### src/rtl/core/tcw_pkg.sv
// ----------------------------------------------------------------------------
// tcw_pkg
// Shared constants, codes, types and helpers of the text console writer.
// ----------------------------------------------------------------------------
package tcw_pkg;

	// Screen geometry
	localparam int COLUMNS = 80;
	localparam int ROWS    = 25;
	localparam int CELLS   = ROWS * COLUMNS;
	localparam int MEM_AW  = $clog2(CELLS);
	localparam int COL_W   = $clog2(COLUMNS);
	localparam int ROW_W   = 5;

	// Operation codes
	localparam logic [2:0] OP_PUT   = 3'd0;
	localparam logic [2:0] OP_BACK  = 3'd1;
	localparam logic [2:0] OP_CLEAR = 3'd2;
	localparam logic [2:0] OP_READ  = 3'd3;
	localparam logic [2:0] OP_WRITE = 3'd4;

	// Register indexes
	localparam logic [1:0] CFG_BODY_TOP    = 2'd0;
	localparam logic [1:0] CFG_BODY_BOTTOM = 2'd1;
	localparam logic [1:0] CFG_BLANK_ATTR  = 2'd2;

	// Character codes
	localparam logic [7:0] NEWLINE_CODE = 8'h0A;
	localparam logic [7:0] SPACE_CODE   = 8'h20;

	// Register reset values
	localparam logic [ROW_W-1:0] RST_BODY_TOP    = ROW_W'(2);
	localparam logic [ROW_W-1:0] RST_BODY_BOTTOM = ROW_W'(23);
	localparam logic [7:0]       RST_BLANK_ATTR  = 8'h0F;

	// Effective body bottom and top at reset; the top is used as the cursor row reset value
	localparam int RST_EFF_BOTTOM = (23 > ROWS - 1) ? ROWS - 1 : 23;
	localparam int RST_EFF_TOP    = (2 > RST_EFF_BOTTOM) ? RST_EFF_BOTTOM : 2;

	// Controller to datapath commands
	typedef struct packed {
		logic capture;
		logic exec;
		logic sweep;
		logic emit;
	} tcw_cmd_t;

	// Datapath to controller status
	typedef struct packed {
		logic sweep_req;
		logic sweep_last;
	} tcw_status_t;

	// Linear cell index of a row and column, one bit wider than the store address
	function automatic logic [MEM_AW:0] cell_index(input logic [ROW_W-1:0] row,
			input logic [COL_W-1:0] col);
		return (MEM_AW + 1)'(32'(row) * COLUMNS + 32'(col));
	endfunction

endpackage

### src/rtl/core/tcw_ctrl.sv
// ----------------------------------------------------------------------------
// tcw_ctrl
// Sequencer of the console: power-up clearing pass, single step execution,
// row sweeps for scroll and clear, and the result strobe.
// ----------------------------------------------------------------------------
module tcw_ctrl (
	input  logic                clk,
	input  logic                arst_n,
	input  logic                start,
	output logic                busy,
	output logic                done,
	output tcw_pkg::tcw_cmd_t   cmd,
	input  tcw_pkg::tcw_status_t status
);
	import tcw_pkg::*;

	typedef enum logic [4:0] {
		S_INIT  = 5'b00001,
		S_IDLE  = 5'b00010,
		S_EXEC  = 5'b00100,
		S_SWEEP = 5'b01000,
		S_DONE  = 5'b10000
	} state_t;

	state_t state_q, state_d;

	// Next state
	always_comb begin
		state_d = state_q;
		case (state_q)
			S_INIT:  if (status.sweep_last) state_d = S_IDLE;
			S_IDLE:  if (start) state_d = S_EXEC;
			S_EXEC:  state_d = status.sweep_req ? S_SWEEP : S_DONE;
			S_SWEEP: if (status.sweep_last) state_d = S_DONE;
			S_DONE:  state_d = S_IDLE;
			default: state_d = S_IDLE;
		endcase
	end

	// Hold state
	always_ff @(posedge clk or negedge arst_n) begin
		if (!arst_n) begin
			state_q <= S_INIT;
		end else begin
			state_q <= state_d;
		end
	end

	// Drive commands
	always_comb begin
		cmd.capture = (state_q == S_IDLE) && start;
		cmd.exec    = (state_q == S_EXEC);
		cmd.sweep   = (state_q == S_INIT) || (state_q == S_SWEEP);
		cmd.emit    = (state_q == S_DONE);
	end

	assign busy = (state_q != S_IDLE);
	assign done = (state_q == S_DONE);

	// Accepted transaction executes in the next cycle
	a_accept_exec: assert property (@(posedge clk) disable iff (!arst_n)
		(start && !busy) |=> cmd.exec)
		else $error("accepted transaction did not execute");

	// One strobe per transaction
	a_single_done: assert property (@(posedge clk) disable iff (!arst_n)
		done |=> !done)
		else $error("result strobe held longer than one cycle");

	// State register stays one-hot
	a_state_onehot: assert property (@(posedge clk) disable iff (!arst_n)
		$onehot(state_q))
		else $error("controller state not one-hot");

endmodule

### config.mk
export PLATFORM = sky130hd
export DESIGN_NAME = tcw_ctrl
export DESIGN_NICKNAME = d
export VERILOG_FILES = /design/src/rtl/core/tcw_pkg.sv /design/src/rtl/core/tcw_ctrl.sv
export SDC_FILE = /design/constraint.sdc
export NUM_CORES = 1
export LEC_CHECK = 0
export BUFFER_PORTS_ARGS = -buffer_cell sky130_fd_sc_hd__clkbuf_2
export CORE_AREA = 2 2 39 41
export DETAILED_ROUTE_END_ITERATION = 10
export DIE_AREA = 0 0 41 43
export HOLD_SLACK_MARGIN = 0.1
export PLACE_DENSITY_LB_ADDON = 0.25
export SYNTH_ARGS = -nofsm -noshare
export SYNTH_HDL_FRONTEND = slang
export SYNTH_SLANG_ARGS = --single-unit
### constraint.sdc
create_clock -name clk -period 2.8 [get_ports clk]
set_input_delay 0.14 -clock clk [delete_from_list [all_inputs] [get_ports clk]]
set_output_delay 0.14 -clock clk [all_outputs]
set_load 0.005 [all_outputs]
---- Yosys cells after proc, flatten, opt, wreduce, memory -nomap -nowiden ----
Index checks and enable logic that the tools add are counted.
operators by class
  eq/ne operators ......................... 9
  mux-type cells .......................... 5
  reductions and logical operators ........ 3
operator list
  operator            number
  $mux 5              4
  $pmux 5 s4          1
  $ne 2x2->1 const B  3
  $eq 5x1->1 const B  1
  $eq 5x2->1 const B  1
  $eq 5x3->1 const B  1
  $eq 5x4->1 const B  1
  $eq 5x5->1 const B  1
  $ne 5x2->1 const B  1
  $reduce_and 3->1    1
  $logic_and 1x1->1   1
  $logic_or 1x1->1    1
storage, ports and cells
  bits in registers ....................... 5
  input port bits ......................... 5
  output and inout port bits .............. 6
  logic and storage cells ................. 18

---- Longest topological paths before layout ----
Gate-level depths: netlist of run 1.
  word-level depth ........................ 3
  depth in mapped cells ................... 3
  depth with buffers taken out ............ 3

---- Worst setup path before layout of run 1 ----
No wires, ideal clock.
  path type ............................... register -> register
  start point ............................. register state_q[0]
  end point ............................... register state_q[1]
  library setup time ...................... 126 ps
  data arrival time ....................... 1095 ps
  required time ........................... 2674 ps
  path slack .............................. 1579 ps
  stages on the path, launching flop included .. 4
  path buffers ............................ 0
  period minus slack after synthesis ...... 1221 ps
  cell sequence ........................... dfstp_2 > nor3b_2 > o311ai_1 > a221o_1
between the ends
  longest elaborated chain between the ends .. 3
  elaborated cells between the ends (all ways) .. 9
  classes of those cells .................. 7 x eq/ne; 1 x mux; 1 x reduce/logical
ends and longest elaborated chain
  item                                      line            text
  start: declaration                        tcw_ctrl.sv:25  state_t state_q, state_d;
  start signal: assignment                  tcw_ctrl.sv:45  state_q <= state_d;
  $eq 5x4->1, or another cell as far along  tcw_ctrl.sv:30  case (state_q)
  $ne 2x2->1 (no source line)               --
  $reduce_and 3->1 (no source line)         --
Parallel ways exist; a longest one is shown, timed or not.
A chain may end at the register's enable or synchronous reset.

==> results of run 1 <==
worst max-delay path, stage by stage (launching register included):
cell	delay, ns
dfrtp_1	0.41
or3_2	0.52
nor2b_1	0.12
clkbuf_2	0.11
path summary, 6_finish.rpt:
path	cells past startpoint	to	startpoint
worst max-delay path	3	cmd[2]	state_q[4]
worst min-delay path	3	state_q[3]	status[1]
worst max register to register	3	state_q[1]	state_q[0]
worst min register to register	1	state_q[1]	state_q[4]
max in group asynchronous	2	state_q[0]	arst_n
min in group asynchronous	2	state_q[3]	arst_n
routing by layer:
| layer | up-vias | GRT usage, % | wire length [um] |
|---|---|---|---|
| li1 | 144 | - | - |
| met1 | 133 | 10.42 | 257 |
| met2 | 11 | 11.88 | 293 |
| met3 | 2 | 7.853 | 55 |
| met4 | 0 | 4.000 | 17 |
| met5 | - | 0 | 0 |
cells by family after synthesis:
| logic type | count (synthesis) |
|---|---|
| DFF | 5 |
| AOI/OAI and AO/OA | 5 |
| buffers and inverters | 4 |
| xor gates and xnor gates | 1 |
| and+or+nand+nor | 19 |
stage by stage:
step / hold WS [ns] / total power (uW)
finish: 0.1957 / 343.3
global route: 0.2002 / 378.3
CTS: 0.1918 / 351.2
detailed placement: -0.03670 / 262.6
global placement: -0.03277 / 264.8
floorplan: -0.1556 / 214.8
layout by cell type, fill, tap and decap left out, drive strengths merged:
cell and count:
or3 1, a22oi 2, and3 3, o311ai 1, a221o 1, dfrtp 4
dfstp 1, clkbuf 14, xnor2 1, and2 1, inv 3, nor4 1
nor3 1, nor2 4, o21ai 1, nand2 2, dlygate4sd3 1, nor3b 1
nor2b 5
area by class of cell:
| type | count | area, um^2 | share of cell area, % |
|---|---|---|---|
| multi-input combinational | 25 | 165.2 | 40.37 |
| sequential | 5 | 126.4 | 30.89 |
| timing repair buffer | 11 | 60.06 | 14.68 |
| clock buffer | 4 | 26.28 | 6.422 |
| tap | 16 | 20.02 | 4.893 |
| inverter | 3 | 11.26 | 2.752 |
power groups by stage:
stage / clock network, uW / registers, uW / logic (uW)
after floorplan: 0 / 112 / 103
after global placement: 0 / 120 / 145
after detailed placement: 0 / 119 / 143
after CTS: 88.5 / 118 / 145
after global routing: 97.0 / 123 / 158
final: 83.3 / 118 / 142
==> flow_metrics.py, run 1 <==
metrics = {
    "status": {
        "outcome": "completed",
    },
    "worst_setup_path": {
        "required_ns": 2.66,
        "worst_setup_path_end_kind": "output port",
        "worstSetupStartpointType": "register",
        "critPathArrivalTime_ns": 1.41,
        "reg2reg_slack_ns": 1.52,
        "cp_max_fo": 5,
        "worst-setup-path-type": "reg2out",
    },
    "place": {
        "dpl_cell_area_um2": 372.9,
        "dp_hpwl_um": 521.9,
        "gp_congestion": 0.6593,
        "dp_slack_ns": 1.505,
        "numPortBuffers": 10,
        "dp_cells": 59,
    },
    "route": {
        "postRouteAntennaNets": 0,
        "routedWlPerCell_um": 9.750,
        "first_pass_iters": 4,
        "wirelength_um": 624,
        "drt-vias-per-instance": 4.531,
        "drc": 0,
        "num_vias": 290,
        "first_iter_violations": 5,
    },
    "logic_synthesis": {
        "synth.area.top_cells": "dfrtp_1 32%, dfstp_2 8.5%, nor2b_1 6.0%",
        "ys_seq_elements": 5,
        "synthFlopType": "dfrtp_1",
        "synth_compound_gate_area_share_pct": 12.50,
        "yosys.area_share.simple_pct": 37.90,
        "synth_cell_type_count": 20,
        "syn_inst": 34,
        "synth_top_family_by_area": "simple AND/OR/NAND/NOR gates",
        "synth_xor_area_share_pct": 2.823,
        "yosys-top-cells-count": "4 x dfrtp_1, 4 x nor2_1, 3 x inv_1, 3 x nor2b_1",
        "ys_seq_area_share_pct": 40.73,
        "synthMuxAreaShare_pct": 0,
        "synthesis.yosys.warnings": 0,
        "synth-edff-count": 0,
        "async_reset_ff_share_pct": 100.0,
        "synthAdderAreaFrac_pct": 0,
        "netlist_area_um2": 310.3,
        "syn-num-nets": 39,
        "synth_area_leader_cell": "dfrtp_1",
        "synth_area_per_cell_um2": 9.126,
        "synth.top_cell.area_share_pct": 32.26,
    },
    "grt": {
        "grt_pass1_vias": 258,
        "overflow": 0,
        "antenna_found_initial": 0,
        "grt_pass1_wl_um": 1014,
        "grt_usage_pct": 9.173,
        "grt_start_max_net_pins": 8,
    },
    "power_and_ir_drop": {
        "switchingPower_uw": 122.4,
        "internal_power_uw": 220.9,
        "p_seq_share_pct": 34.5,
        "comb_power_share_pct": 41.3,
        "power_density_nw_per_um2": 839.0,
        "netSwitchingFraction_pct": 35.66,
        "ir_drop_mv": 0.3158,
        "leakagePower_uw": 0.0001980,
        "p_clk_share_pct": 24.3,
    },
    "final_layout": {
        "finish.utilization_pct": 29.57,
        "diodes": 0,
        "layout-area-overhead-vs-synth_pct": 31.85,
        "fin_area_um2": 409.1,
        "nets": 54,
        "top_register": "state_q",
        "reg_top3": "state_q (5)",
        "fill_cells": 164,
        "fin_cells": 64,
        "largest_reg_flops": 5,
        "drive_gt1_share_pct": 41.67,
    },
    "floorplanning": {
        "initial_core_util_pct": 22.42,
        "pin_count": 11,
        "die_area_um2": 1763,
        "core_um2": 1384,
        "row_count": 14,
        "die_h_um": 43,
        "die-width_um": 41,
    },
    "sta": {
        "finalCriticalPeriod_ns": 1.547,
        "setup_tns_ns": 0,
        "maxSlewViolCount": 0,
        "slew_headroom_pct": 78.62,
        "setup_ws_ns": 1.253,
        "hold_viol": 0,
        "finalCritPeriodShare_pct": 55.26,
        "rsz0062_at_grt": "false",
        "finalSetupViolCount": 0,
        "tightest_slew_ns": 0.3183,
        "fmax_ghz": 0.6463,
        "fin_skew_ns": 0.0002188,
    },
    "clocking": {
        "cts_tree": "yes",
        "clock_latency_ns": 0.24,
        "htree_levels": 1,
        "clk_pin_slew_ns": 0.04,
        "postCtsHoldBufs": 1,
        "numCtsBuffers": 3,
        "cts_sinks": 5,
        "clockBufferDepth": 2,
        "cts_root_buf": "clkbuf_4",
        "cts_setup_buffers": 0,
        "cts_resized": 0,
    },
    "job": {
        "drv_cap": 0,
    },
    "hold_path": {
        "hp-class": "in2reg",
    },
}
(Power assumes the default switching activity.)
==> run 2: changes to the inputs <==
Settings changed: ABC_AREA set to 1.
Clock period 2.8 ns to 1.3 ns, I/O delays scaled along.
==> run 2 against run 1 <==
Net effect:
- non-clock buffer count rose by 3
- hold slack got worse by 0.032 ns
- total power rose by 130%
- utilization rose by 4.1 points
- register-to-register slack got worse by 1.4 ns
- synthesized cell count rose by 24%
==> flow_metrics.py, run 2 <==
metrics = {
    "clocking": {
        "cts_tree": "yes",
        "clock_latency_ns": 0.25,
        "numCtsBuffers": 3,
        "cts_root_buf": "clkbuf_4",
        "htree_levels": 1,
        "clk_pin_slew_ns": 0.05,
        "clockBufferDepth": 2,
        "cts_sinks": 5,
    },
    "power_and_ir_drop": {
        "ir_drop_mv": 0.6630,
        "internal_power_uw": 447.4,
        "switchingPower_uw": 329.0,
        "comb_power_share_pct": 44.2,
        "netSwitchingFraction_pct": 42.38,
        "p_clk_share_pct": 23.7,
        "leakagePower_uw": 0.0002384,
        "p_seq_share_pct": 32.1,
        "power_density_nw_per_um2": 1668,
    },
    "sta": {
        "finalSetupViolCount": 0,
        "finalCritPeriodShare_pct": 98.99,
        "hold_viol": 0,
        "slew_headroom_pct": 82.93,
        "rsz0062_at_grt": "true",
        "tightest_slew_ns": 0.2539,
        "setup_ws_ns": 0.01312,
        "fmax_ghz": 0.7771,
        "maxSlewViolCount": 0,
        "finalCriticalPeriod_ns": 1.287,
        "fin_skew_ns": 0.01123,
    },
    "place": {
        "dp_cells": 67,
        "numPortBuffers": 10,
        "gp_congestion": 0.7080,
        "dp_slack_ns": 0.1281,
        "dp_hpwl_um": 537.3,
    },
    "floorplanning": {
        "initial_core_util_pct": 23.24,
        "die_area_um2": 1763,
        "pin_count": 11,
        "die-width_um": 41,
        "row_count": 14,
        "die_h_um": 43,
        "core_um2": 1384,
    },
    "grt": {
        "grt_pass1_wl_um": 1117,
        "antenna_found_initial": 0,
        "overflow": 0,
        "grt_pass1_vias": 291,
        "grt_start_max_net_pins": 6,
        "grt_usage_pct": 9.889,
    },
    "logic_synthesis": {
        "synth_area_leader_cell": "dfrtp_1",
        "netlist_area_um2": 321.6,
        "synth_area_per_cell_um2": 7.656,
        "synthesis.yosys.warnings": 0,
        "async_reset_ff_share_pct": 100.0,
        "synth-edff-count": 0,
        "ys_seq_elements": 5,
        "synthFlopType": "dfrtp_1",
        "synth.top_cell.area_share_pct": 31.13,
        "ys_seq_area_share_pct": 39.30,
        "synth_cell_type_count": 16,
        "yosys-top-cells-count": "10 x nor2_1, 7 x inv_1, 5 x nand2_1, 4 x dfrtp_1, 4 x nand3_2",
        "synth.area.top_cells": "dfrtp_1 31%, nand3_2 12%, nor2_1 12%",
        "yosysMostFrequentCell": "nor2_1",
        "syn-num-nets": 47,
        "syn_inst": 42,
    },
    "hold_path": {
        "hp-class": "in2async",
    },
    "route": {
        "wl_met1_um": 305,
        "top_layer": "met3",
        "routedWlPerCell_um": 9.347,
        "met2WireLength_um": 353,
        "first_pass_iters": 2,
        "num_vias": 329,
        "drc": 0,
        "drt-vias-per-instance": 4.387,
        "met3_length_um": 42,
        "first_iter_violations": 12,
        "wirelength_um": 701,
        "postRouteAntennaNets": 0,
    },
    "worst_setup_path": {
        "worst-setup-path-type": "reg2out",
        "critPathArrivalTime_ns": 1.22,
        "worst_setup_path_end_kind": "output port",
        "rr_endpoint": "state_q[1]",
        "required_ns": 1.24,
        "slowest_delay_ns": 0.45,
        "worstSetupStartpointType": "register",
        "worstReg2RegStart": "state_q[0]",
        "cp_max_fo": 5,
        "crit_chain": "nor2_4 > nand3_2 > nor2_1 > clkbuf_2",
        "slowest_stage": "dfrtp_2",
        "r2r_cells": 7,
        "reg2reg_slack_ns": 0.16,
    },
    "final_layout": {
        "nets": 65,
        "largest_reg_flops": 5,
        "drive_gt1_share_pct": 45.76,
        "reg_top3": "state_q (5)",
        "diodes": 0,
        "fin_cells": 75,
        "layout-area-overhead-vs-synth_pct": 44.75,
        "top_register": "state_q",
        "final_cell_mix": "9 x nor2_1, 8 x clkbuf_2, 6 x inv_1",
        "layout_commonest_cell": "nor2_1",
    },
    "job": {
        "drv_cap": 0,
    },
    "status": {
        "outcome": "completed",
    },
}
==> run 2: cell types whose count changed after synthesis, sizes merged, moves of 2 or more <==
cell | before | now
nor2 | 4 | 11
a22oi | 2 | 0
nor2b | 5 | 0
inv | 3 | 8
and3 | 3 | 0
nand2 | 2 | 7
nand3 | 0 | 4
==> run 2: worst max path at each step <==
stage / endpoint / start / slack (ns) / depth (start not counted)
2_1_floorplan: state_q[1] / state_q[0] / 0.22 / 7
3_3_place_gp: state_q[1] / state_q[2] / 0.12 / 6
3_5_place_dp: state_q[1] / state_q[3] / 0.13 / 6
4_1_cts: cmd[3] / state_q[2] / 0.01 / 4
5_1_grt: cmd[3] / state_q[1] / -0.06 / 5
6_report: cmd[3] / state_q[3] / 0.01 / 4
==> run 2: metal layers <==
| metal | vias up | track usage (%) |
|---|---|---|
| met5 | - | 0 |
| met4 | 0 | 4.000 |
| met2 | 11 | 14.06 |
| met3 | 0 | 6.283 |
| met1 | 154 | 11.44 |
| li1 | 164 | - |
==> run 2: per-stage QoR <==
| step | util (%) | area, um^2 | TNS [ns] | hold WS, ns | power [uW] |
|---|---|---|---|---|---|
| finish | 33.63 | 465.4 | 0 | 0.1639 | 776.4 |
| global placement | 27.76 | 384.1 | 0 | -0.1084 | 557.9 |
| CTS | 33.63 | 465.4 | 0 | 0.1662 | 781.0 |
| floorplan | - | 321.6 | 0 | -0.2306 | 458.3 |
| global route | 33.63 | 465.4 | -0.1791 | 0.1757 | 858.3 |
| detailed placement | 27.76 | 384.1 | 0 | -0.1122 | 560.5 |
==> run 2: power groups by stage <==
stage                     Clock (uW)  Sequential (uW)  Combinational [uW]
after global routing             208              253                 397
after global placement             0              238                 320
after floorplan                    0              229                 229
after detailed placement           0              238                 322
after CTS                        185              250                 346
final                            184              249                 343
==> run 2: timing repair <==
action,CTS,global route
hold buffers,4,0
resized for setup,5,2
buffers inserted,0,0
hold endpoints to repair,8,0
setup endpoints to repair,5,5
==> run 2: kinds of logic (layout without fill, tap and decap cells) <==
kind of cell | count (synthesis) | after routing | share of synthesized area, %
DFF | 5 | 5 | 39.30
and+or+nand+nor | 26 | 26 | 45.92
AOI/OAI and AO/OA | 2 | 2 | 3.110
buffers and inverters | 9 | 26 | 11.67
==> run 2: area by class of cell <==
class                      count  area (um^2)
sequential                     5        127.6
timing repair buffer          14        90.09
tap                           16        20.02
fill                         147        918.4
clock buffer                   4        26.28
inverter                       8        30.03
multi-input combinational     28        171.4
==> run 2: worst max-delay path, delay by kind of cell (launching register included) <==
family | cells | cell delay, ns
simple gates | 3 | 0.41
flops | 1 | 0.45
buf+inv | 1 | 0.12
